--- config.mk ---
export PLATFORM = sky130hd
export DESIGN_NAME = chgs_ctrl
export DESIGN_NICKNAME = d
export VERILOG_FILES = /design/src/design/chgs_pkg.sv /design/src/design/chgs_ctrl.sv
export VERILOG_INCLUDE_DIRS = /design/src /design/src/design
export SDC_FILE = /design/constraint.sdc
export NUM_CORES = 1
export LEC_CHECK = 0
export BUFFER_PORTS_ARGS = -buffer_cell sky130_fd_sc_hd__clkbuf_2
export CORE_ASPECT_RATIO = 0.75
export CORE_MARGIN = 2
export CORE_UTILIZATION = 58
export CTS_CLUSTER_SIZE = 20
export DETAILED_ROUTE_END_ITERATION = 8
export GPL_TIMING_DRIVEN = 0
export PLACE_DENSITY = 0.87
export SLEW_MARGIN = 10
export SYNTH_ARGS = -nofsm -noshare
export SYNTH_HDL_FRONTEND = slang
export SYNTH_SLANG_ARGS = --single-unit
export TNS_END_PERCENT = 100
--- constraint.sdc ---
create_clock -name i_clk -period 5.6 [get_ports i_clk]
set_clock_uncertainty 0.2 [all_clocks]
set_input_delay 0.56 -clock i_clk [delete_from_list [all_inputs] [get_ports i_clk]]
set_output_delay 0.56 -clock i_clk [all_outputs]
set_load 0.01 [all_outputs]
--- src/design/convex_hull_graham_scan_defines.svh ---
// Assertion macros shared by the convex hull controller and datapath.
`ifndef CONVEX_HULL_GRAHAM_SCAN_DEFINES_SVH
`define CONVEX_HULL_GRAHAM_SCAN_DEFINES_SVH

// The consequent must hold in the same cycle as the antecedent.
`define CHGS_ASSERT_NOW(lbl, clk, rst_n, ante, cons, msg) \
    lbl: assert property (@(posedge clk) disable iff (!rst_n) (ante) |-> (cons)) \
        else $error(msg);

// The consequent must hold in the cycle after the antecedent.
`define CHGS_ASSERT_NEXT(lbl, clk, rst_n, ante, cons, msg) \
    lbl: assert property (@(posedge clk) disable iff (!rst_n) (ante) |=> (cons)) \
        else $error(msg);

`endif

--- src/design/chgs_pkg.sv ---
// Types and constants shared by the convex hull modules.
package chgs_pkg;

    localparam int COORD_W = 16;
    localparam int DIFF_W  = 17;
    localparam int PROD_W  = 34;
    localparam int WIDE_W  = 35;
    localparam int XY_W    = 2 * COORD_W;

    typedef struct packed {
        logic signed [COORD_W-1:0] point_x;
        logic signed [COORD_W-1:0] point_y;
        logic                      end_of_set;
    } t_point_in;

    typedef struct packed {
        logic signed [COORD_W-1:0] hull_x;
        logic signed [COORD_W-1:0] hull_y;
        logic                      final_vertex;
        logic                      points_dropped;
    } t_hull_out;

    typedef struct packed {
        logic signed [COORD_W-1:0] x;
        logic signed [COORD_W-1:0] y;
    } t_xy;

    // Commands from the controller to the datapath.
    typedef struct packed {
        logic load;
        logic clr_run;
        logic piv_init;
        logic piv_cmp;
        logic sort_init;
        logic q_latch;
        logic srt_rd_j;
        logic geo_sort;
        logic sort_shift;
        logic sort_ins;
        logic next_i;
        logic scan_init0;
        logic scan_init1;
        logic geo_scan_new;
        logic geo_scan;
        logic pop;
        logic pop_fill;
        logic push;
        logic out_init;
        logic out_emit;
    } t_cmd;

    // Status from the datapath to the controller.
    typedef struct packed {
        logic i_last;
        logic q_is_p;
        logic j_gt1;
        logic sort_first;
        logic cpos;
        logic top_gt1;
        logic i_eq_k;
        logic k_eq1;
        logic e_last;
    } t_stat;

endpackage

--- src/design/chgs_ctrl.sv ---
// Controller state machine of the convex hull block.
module chgs_ctrl (
    input  logic            i_clk,
    input  logic            i_rst_n,
    input  logic            i_start,
    input  logic            i_eos,
    input  chgs_pkg::t_stat i_stat,
    output logic            o_busy,
    output chgs_pkg::t_cmd  o_cmd
);

`include "convex_hull_graham_scan_defines.svh"

    typedef enum logic [25:0] {
        ST_IDLE      = 26'h0000001,
        ST_PIV_RD    = 26'h0000002,
        ST_PIV_CMP   = 26'h0000004,
        ST_SORT_INIT = 26'h0000008,
        ST_Q_RD      = 26'h0000010,
        ST_Q_LAT     = 26'h0000020,
        ST_J_CHK     = 26'h0000040,
        ST_S_LAT     = 26'h0000080,
        ST_G1        = 26'h0000100,
        ST_G2        = 26'h0000200,
        ST_G3        = 26'h0000400,
        ST_SORT_DEC  = 26'h0000800,
        ST_INS       = 26'h0001000,
        ST_SCAN_INIT = 26'h0002000,
        ST_SCAN_T1   = 26'h0004000,
        ST_C_RD      = 26'h0008000,
        ST_C_LAT     = 26'h0010000,
        ST_SG1       = 26'h0020000,
        ST_SG2       = 26'h0040000,
        ST_SG3       = 26'h0080000,
        ST_SCAN_DEC  = 26'h0100000,
        ST_POP_W     = 26'h0200000,
        ST_POP_G     = 26'h0400000,
        ST_OUT_INIT  = 26'h0800000,
        ST_OUT_RD    = 26'h1000000,
        ST_OUT_EM    = 26'h2000000
    } t_state;

    t_state r_state, n_state;

    always_ff @(posedge i_clk) begin
        if (!i_rst_n) begin
            r_state <= ST_IDLE;
        end else begin
            r_state <= n_state;
        end
    end

    always_comb begin
        n_state = r_state;
        o_cmd   = '0;
        case (r_state)
            ST_IDLE: begin
                if (i_start) begin
                    o_cmd.load = 1'b1;
                    if (i_eos) begin
                        o_cmd.piv_init = 1'b1;
                        n_state = ST_PIV_RD;
                    end
                end
            end
            ST_PIV_RD: begin
                n_state = ST_PIV_CMP;
            end
            ST_PIV_CMP: begin
                o_cmd.piv_cmp = 1'b1;
                n_state = i_stat.i_last ? ST_SORT_INIT : ST_PIV_RD;
            end
            ST_SORT_INIT: begin
                o_cmd.sort_init = 1'b1;
                n_state = ST_Q_RD;
            end
            ST_Q_RD: begin
                n_state = ST_Q_LAT;
            end
            ST_Q_LAT: begin
                if (i_stat.q_is_p) begin
                    o_cmd.next_i = 1'b1;
                    n_state = i_stat.i_last ? ST_SCAN_INIT : ST_Q_RD;
                end else begin
                    o_cmd.q_latch = 1'b1;
                    n_state = ST_J_CHK;
                end
            end
            ST_J_CHK: begin
                if (i_stat.j_gt1) begin
                    o_cmd.srt_rd_j = 1'b1;
                    n_state = ST_S_LAT;
                end else begin
                    n_state = ST_INS;
                end
            end
            ST_S_LAT: begin
                o_cmd.geo_sort = 1'b1;
                n_state = ST_G1;
            end
            ST_G1: n_state = ST_G2;
            ST_G2: n_state = ST_G3;
            ST_G3: n_state = ST_SORT_DEC;
            ST_SORT_DEC: begin
                if (i_stat.sort_first) begin
                    o_cmd.sort_shift = 1'b1;
                    n_state = ST_J_CHK;
                end else begin
                    n_state = ST_INS;
                end
            end
            ST_INS: begin
                o_cmd.sort_ins = 1'b1;
                n_state = i_stat.i_last ? ST_SCAN_INIT : ST_Q_RD;
            end
            ST_SCAN_INIT: begin
                o_cmd.scan_init0 = 1'b1;
                n_state = i_stat.k_eq1 ? ST_OUT_INIT : ST_SCAN_T1;
            end
            ST_SCAN_T1: begin
                o_cmd.scan_init1 = 1'b1;
                n_state = ST_C_RD;
            end
            ST_C_RD: begin
                n_state = ST_C_LAT;
            end
            ST_C_LAT: begin
                o_cmd.geo_scan_new = 1'b1;
                n_state = ST_SG1;
            end
            ST_SG1: n_state = ST_SG2;
            ST_SG2: n_state = ST_SG3;
            ST_SG3: n_state = ST_SCAN_DEC;
            ST_SCAN_DEC: begin
                if (i_stat.cpos || (!i_stat.top_gt1 && i_stat.i_eq_k)) begin
                    o_cmd.push = 1'b1;
                    n_state = i_stat.i_eq_k ? ST_OUT_INIT : ST_C_RD;
                end else if (i_stat.top_gt1) begin
                    o_cmd.pop = 1'b1;
                    n_state = ST_POP_W;
                end else begin
                    o_cmd.next_i = 1'b1;
                    n_state = ST_C_RD;
                end
            end
            ST_POP_W: begin
                o_cmd.pop_fill = 1'b1;
                n_state = ST_POP_G;
            end
            ST_POP_G: begin
                o_cmd.geo_scan = 1'b1;
                n_state = ST_SG1;
            end
            ST_OUT_INIT: begin
                o_cmd.out_init = 1'b1;
                n_state = ST_OUT_RD;
            end
            ST_OUT_RD: begin
                n_state = ST_OUT_EM;
            end
            ST_OUT_EM: begin
                o_cmd.out_emit = 1'b1;
                if (i_stat.e_last) begin
                    o_cmd.clr_run = 1'b1;
                    n_state = ST_IDLE;
                end else begin
                    n_state = ST_OUT_RD;
                end
            end
            default: begin
                n_state = ST_IDLE;
            end
        endcase
    end

    assign o_busy = (r_state != ST_IDLE);

    `CHGS_ASSERT_NEXT(a_last_busy, i_clk, i_rst_n, i_start && !o_busy && i_eos, o_busy, "run did not start")
    `CHGS_ASSERT_NOW(a_emit_read, i_clk, i_rst_n, r_state == ST_OUT_EM, $past(r_state) == ST_OUT_RD, "emit without read")
    `CHGS_ASSERT_NOW(a_load_idle, i_clk, i_rst_n, o_cmd.load, !o_busy, "load while busy")

endmodule

==> results.toml, run 1 <==
[floorplanning]
die_y_um = 48.9
rows = 16
start_util_pct = 60.4
boundaryPins = 34
core_um2 = 2580
die-area_um2 = 3120
fp.dieW_um = 63.9

[timing]
grt_setup_unrepaired = "false"
fmax_ghz = 0.274
finalSetupViolCount = 0
maxSlewHeadroom_pct = 65.8
fin_tns_setup_ns = 0
fin_crit_sh_pct = 65.1
worst_slack_ns = 1.96
tightest_slew_ns = 0.508
fin_crit_ns = 3.64
slew_viol_final = 0
hold_viol = 0

[pwr]
fin_total_pwr_mw = 0.326
power_density_nw_per_um2 = 180
ir_worst_vdd_uv = 177
switching_share_pct = 25.0
p_int_mw = 0.244
seqPwrFrac_pct = 57.5
p_sw_mw = 0.0813
p_leak_nw = 0.753
clock_power_share_pct = 29.3
combPwrFrac_pct = 13.2

[drt]
drt-total-wl_um = 3490
via_count = 1515
post_drt_wl_per_cell_um = 13.2
drtIter0Drc = 92
vias_per_cell = 5.72
drtPass1Iterations = 4
drc = 0
detail-route-antenna-nets = 0

[worst_setup_path]
cp-startpoint = "r_state[19]$_SDFFE_PN0P_"
r2r-start = "r_state[19]$_SDFFE_PN0P_"
cp-start-kind = "flip-flop"
cp.required_ns = 4.84
r2r_cells = 6
critical_path_arrival_ns = 2.88
r2r_slack_ns = 2.71
worst-path-max-fanout = 8
worstSetupPathType = "flip-flop to output port"
endpoint_kind = "output port"
setup.worst_path.end = "o_cmd[13]"
r2r-end = "r_state[12]$_SDFFE_PN0P_"

[finish]
design_area_um2 = 1810
largestRegisters = "r_state x26"
n_fill_cell = 214
largest_reg_flops = 26
drive_gt1_share_pct = 24.5
syn2layout_area_growth_pct = 15.8
n_antenna_cell = 0
final_net_count = 243
regMostFlops = "r_state"

[synthesis]
syn-num-nets = 205
async_flop_share_pct = 0
synth_edf_count = 0
yosysTopAreaCell = "dfxtp_1"
ys_seq_area_share_pct = 33.4
synth_top_cell_area_share_pct = 33.4
syn_area_um2 = 1560
synth_seq_cells = 26
avgSynthCellArea_um2 = 8.12
ys_types = 48
synth_flop_cell = "dfxtp_1"
ys_warn_count = 0
netlist_top_cells_area = "dfxtp_1, nor2_1, nor3b_1, nor3_1, nand2_1"
syn_inst = 192

[global_routing]
overflow = 0
grt_pass1_wl_um = 5910
grt_max_degree = 15
grt_usage_pct = 23.8
grt_pass1_vias = 1288
antenna_found_initial = 0

[hold_path]
min_path_type = "input pin to flip-flop"

[place]
io_buffers = 33
globalplace.congestion = 0.850
dp_slack_ns = 2.35
dpl-instance-area_um2 = 1770
hpwl_um = 2710

[clocking]
cts_setup_buffers = 0
clock_latency_ns = 0.33
clock_sinks = 26
clock-root-buffer = "clkbuf_4"
postCtsHoldBufs = 0
path_clk_slew_ns = 0.15
cts_max_level = 1
cts_tree = "yes"
clockBufferDepth = 2
cts_resized = 0
cts_buffers = 3

[run]
drv_cap = 0

[outcome]
status = "complete, no violations"
synth_stat cells (all sizes together), types with 2 or more instances:
cell     n
o211ai   2
and3b    2
nor4b    2
nor3b    9
o21a     8
o21ai    4
nor2    25
xnor2    6
or3      4
inv     11
a21oi    5
nor4     8
nand3    5
o22ai    2
or4b     3
clkbuf   3
nand2b   2
nand2   16
xor2     2
nand4    3
or4      6
nand3b   3
and4     3
nor3    14
and2     3
dfxtp   26
buf      3
and3     2
cells by family after synthesis:
group	count (synthesis)	share of synthesized area [%]
compound gates	27	13.0
xor+xnor	8	4.49
buf+inv	17	5.54
flops	26	33.4
simple gates	114	43.6
layout by cell type, fill, tap and decap left out, types with 3 or more instances in the layout:
master	count
dfxtp_1	26
nor3b_1	9
clkbuf_2	33
o21a_1	7
nor3_1	13
buf_6	3
nor2_1	25
nor4_1	8
clkbuf_4	3
and4_1	3
nand2_1	16
nand3_1	5
nand3b_1	3
inv_1	11
xnor2_1	6
a21oi_1	5
clkbuf_1	3
and2_1	3
or4_4	3
final cells by class:
| type | count | area, um2 | share of cell area [%] |
|---|---|---|---|
| Multi-Input combinational cell | 149 | 952 | 52.7 |
| Sequential cell | 26 | 520 | 28.8 |
| Timing Repair Buffer | 33 | 165 | 9.15 |
| Buffer | 6 | 45.0 | 2.49 |
| Tap cell | 36 | 45.0 | 2.49 |
| Inverter | 11 | 41.3 | 2.29 |
| Clock buffer | 4 | 36.3 | 2.01 |
how the worst min path moves through the flow:
| stage | cells past startpoint | start | end |
|---|---|---|---|
| after floorplan | 2 | r_state[8]$_SDFFE_PN0P_ | r_state[9]$_SDFFE_PN0P_ |
| after global placement | 2 | r_state[8]$_SDFFE_PN0P_ | r_state[9]$_SDFFE_PN0P_ |
| after detailed placement | 2 | r_state[8]$_SDFFE_PN0P_ | r_state[9]$_SDFFE_PN0P_ |
| after CTS | 2 | i_stat[1] | r_state[14]$_SDFFE_PN0P_ |
| after global routing | 2 | i_stat[1] | r_state[14]$_SDFFE_PN0P_ |
| final | 2 | i_stat[1] | r_state[14]$_SDFFE_PN0P_ |
stage by stage:
step / utilization (%) / hold WS, ns / instances
2_1_floorplan: - / 0.261 / 192
3_5_place_dp: 68.5 / 0.294 / 261
5_1_grt: 69.9 / 0.195 / 265
6_report: 69.9 / 0.198 / 265
3_3_place_gp: 68.5 / 0.286 / 261
4_1_cts: 69.9 / 0.187 / 265
power groups by stage:
stage | clock [mW] | combinational [mW] | sequential [mW]
floorplan | 0 | 0.0284 | 0.191
global placement | 0 | 0.0423 | 0.191
detailed placement | 0 | 0.0429 | 0.191
CTS | 0.0983 | 0.0429 | 0.187
global route | 0.105 | 0.0480 | 0.187
finish | 0.0955 | 0.0429 | 0.187
layer usage:
metal / vias up / wire, um / global-route usage [%]
met2: 45 / 1510 / 37.5
met5: - / 0 / 0
li1: 775 / - / -
met4: 0 / 25 / 3.62
met3: 5 / 212 / 5.08
met1: 690 / 1750 / 34.1
worst max-delay path: stages (launching register included):
cell and delay [ns]:
dfxtp_1 0.39, nor3_1 0.47, nand4_2 0.30, or4_4 0.60
or4b_4 0.55, nor2_1 0.10, clkbuf_2 0.14
Note: power is estimated with default switching activity, not from simulation.
==> inputs of run 2 (changes only) <==
--- a/config.mk
+++ b/config.mk
@@ -6,14 +6,15 @@
 export SDC_FILE = /design/constraint.sdc
 export NUM_CORES = 1
 export LEC_CHECK = 0
+export ABC_AREA = 1
 export BUFFER_PORTS_ARGS = -buffer_cell sky130_fd_sc_hd__clkbuf_2
 export CORE_ASPECT_RATIO = 0.75
 export CORE_MARGIN = 2
-export CORE_UTILIZATION = 58
+export CORE_UTILIZATION = 55
 export CTS_CLUSTER_SIZE = 20
 export DETAILED_ROUTE_END_ITERATION = 8
 export GPL_TIMING_DRIVEN = 0
-export PLACE_DENSITY = 0.87
+export PLACE_DENSITY = 0.83
 export SLEW_MARGIN = 10
 export SYNTH_ARGS = -nofsm -noshare
 export SYNTH_HDL_FRONTEND = slang
==> constraint.sdc (replaced) <==
create_clock -name i_clk -period 3.45 [get_ports i_clk]
set_clock_uncertainty 0.2 [all_clocks]
set_input_delay 0.345 -clock i_clk [delete_from_list [all_inputs] [get_ports i_clk]]
set_output_delay 0.345 -clock i_clk [all_outputs]
set_load 0.01 [all_outputs]
==> results.toml, run 2 <==
[global_routing]
grt_pass1_vias = 1585
grt_usage_pct = 24.9
overflow = 0
antenna_found_initial = 0
grt_max_degree = 15
grt_pass1_wl_um = 6640

[drt]
topRoutingLayerUsed = "met4"
drt-total-wl_um = 3910
drc = 0
drtIter0Drc = 99
wl_met1_um = 1860
drtPass1Iterations = 4
met2WireLength_um = 1750
via_count = 1732
detail-route-antenna-nets = 0
vias_per_cell = 5.06
post_drt_wl_per_cell_um = 11.4
dr_wl_met3_um = 279

[synthesis]
syn_area_um2 = 1700
async_flop_share_pct = 0
synth_top_cell_area_share_pct = 30.5
syn-num-nets = 280
ys_seq_area_share_pct = 30.5
synth_flop_cell = "dfxtp_1"
netlist_top_cells_area = "dfxtp_1, nor2_1, inv_1, nand2_1, nand3_1"
synth_seq_cells = 26
syn_inst = 267
ys_types = 29
yosysTopAreaCell = "dfxtp_1"
avgSynthCellArea_um2 = 6.38
yosys-top-cells-count = "nor2_1, inv_1, nand2_1"
yosysMostFrequentCell = "nor2_1"
ys_warn_count = 0
synth_edf_count = 0

[pwr]
p_leak_nw = 1.11
ir_worst_vdd_uv = 255
power_density_nw_per_um2 = 352

[worst_setup_path]
r2r-start = "r_state[0]$_SDFFE_PN1P_"
critical_path_arrival_ns = 1.93
cp-startpoint = "r_state[10]$_SDFFE_PN0P_"
worst-path-max-fanout = 10
worstSetupPathType = "flip-flop to output port"
cp.required_ns = 2.90
endpoint_kind = "output port"
cp-start-kind = "flip-flop"

[finish]
design_area_um2 = 1970
largestRegisters = "r_state x26"
drive_gt1_share_pct = 23.4
largest_reg_flops = 26
n_antenna_cell = 0
regMostFlops = "r_state"
syn2layout_area_growth_pct = 15.7
layout_common_cells = "nor2_1, inv_1, nand2_1"
final_common_cell = "nor2_1"
final_net_count = 318
n_fill_cell = 269

[clocking]
postCtsHoldBufs = 0
cts_tree = "yes"
clock_latency_ns = 0.27
clock_sinks = 26
cts_resized = 0
cts_max_level = 1
cts_setup_buffers = 0
cts_buffers = 3
path_clk_slew_ns = 0.09
clockBufferDepth = 2
clock-root-buffer = "clkbuf_8"

[timing]
finalSetupViolCount = 0
worst_slack_ns = 0.973
grt_setup_unrepaired = "false"
tightest_slew_ns = 0.548
slew_viol_final = 0
hold_viol = 0
fin_tns_setup_ns = 0
fmax_ghz = 0.404
fin_crit_ns = 2.48
maxSlewHeadroom_pct = 63.5
fin_crit_sh_pct = 71.8

[hold_path]
hp-start = "i_stat[1]"
min_path_type = "input pin to flip-flop"

[floorplanning]
die_y_um = 52.2
boundaryPins = 34
fp.dieW_um = 68.3
core_um2 = 2960
start_util_pct = 57.6
rows = 17
die-area_um2 = 3560

[outcome]
status = "complete, no violations"

[place]
io_buffers = 33
hpwl_um = 3140
dpl-instance-area_um2 = 1920
dp_slack_ns = 1.29
globalplace.congestion = 0.864

[run]
drv_cap = 0
run 2: cell types whose count changed in the layout (fill, tap and decap cells not counted), moves of 5 or more:
cell / before / now
nor3b_1: 9 / 0
nor2_4: 0 / 5
nand4_1: 2 / 7
xnor2_1: 6 / 0
nand3_1: 5 / 29
nor2_1: 25 / 62
nor2_2: 0 / 7
nor4_1: 8 / 2
nand2_2: 0 / 6
inv_1: 11 / 42
nand2_1: 16 / 41
run 2: report_power, final:
part	internal (mW)	switching (mW)	leakage, nW	total, mW
clock	0.102	0.0941	0.0288	0.196
sequential	0.306	0.00456	0.210	0.311
combinational	0.0644	0.123	0.870	0.188
run 2: logic make-up (layout without fill, tap and decap cells):
kind of cell,after synthesis,in the layout,share of synthesized area [%]
AND/OR/NAND/NOR,175,175,50.3
buffers and inverters,51,88,13.0
AO/OA/AOI/OAI,15,15,6.17
flip-flops,26,26,30.5
run 2: path summary, 6_finish.rpt:
| path | end | slack (ns) | depth (start not counted) |
|---|---|---|---|
| worst min-delay path | r_state[14]$_SDFFE_PN0P_ | 0.06 | 2 |
| worst max-delay path | o_cmd[9] | 0.97 | 7 |
| worst max register to register | r_state[0]$_SDFFE_PN1P_ | 1.48 | 13 |
| worst min register to register | r_state[2]$_SDFFE_PN0P_ | 0.41 | 4 |
run 2: per-layer routing:
layer / global-route usage (%) / vias up
li1: - / 910
met1: 34.4 / 763
met2: 40.1 / 57
met3: 4.73 / 2
met4: 6.00 / 0
met5: 0 / -
run 2: worst max-delay path, cell delays in order, from the launching register on:
cell	delay [ns]
dfxtp_1	0.34
nor2_2	0.18
nand2_2	0.13
nor2_4	0.13
buf_6	0.15
nand3_1	0.18
o32ai_1	0.34
clkbuf_2	0.20
run 2: per-stage QoR:
stage               utilization [%]  power, mW  hold slack, ns  cells
floorplan                         -      0.455           0.222    267
global placement               64.8      0.501           0.338    338
detailed placement             64.8      0.503           0.352    338
CTS                            66.7      0.698          0.0599    342
global route                   66.7      0.735          0.0586    342
finish                         66.7      0.695          0.0614    342
run 2: layout make-up:
| class | count | area, um2 | share of cell area (%) |
|---|---|---|---|
| multi-input combinational | 190 | 962 | 48.8 |
| tap | 38 | 47.5 | 2.41 |
| sequential | 26 | 520 | 26.4 |
| inverter | 45 | 169 | 8.57 |
| clock buffer | 4 | 55.1 | 2.79 |
| timing repair buffer | 33 | 165 | 8.38 |
| buffer | 6 | 52.6 | 2.66 |
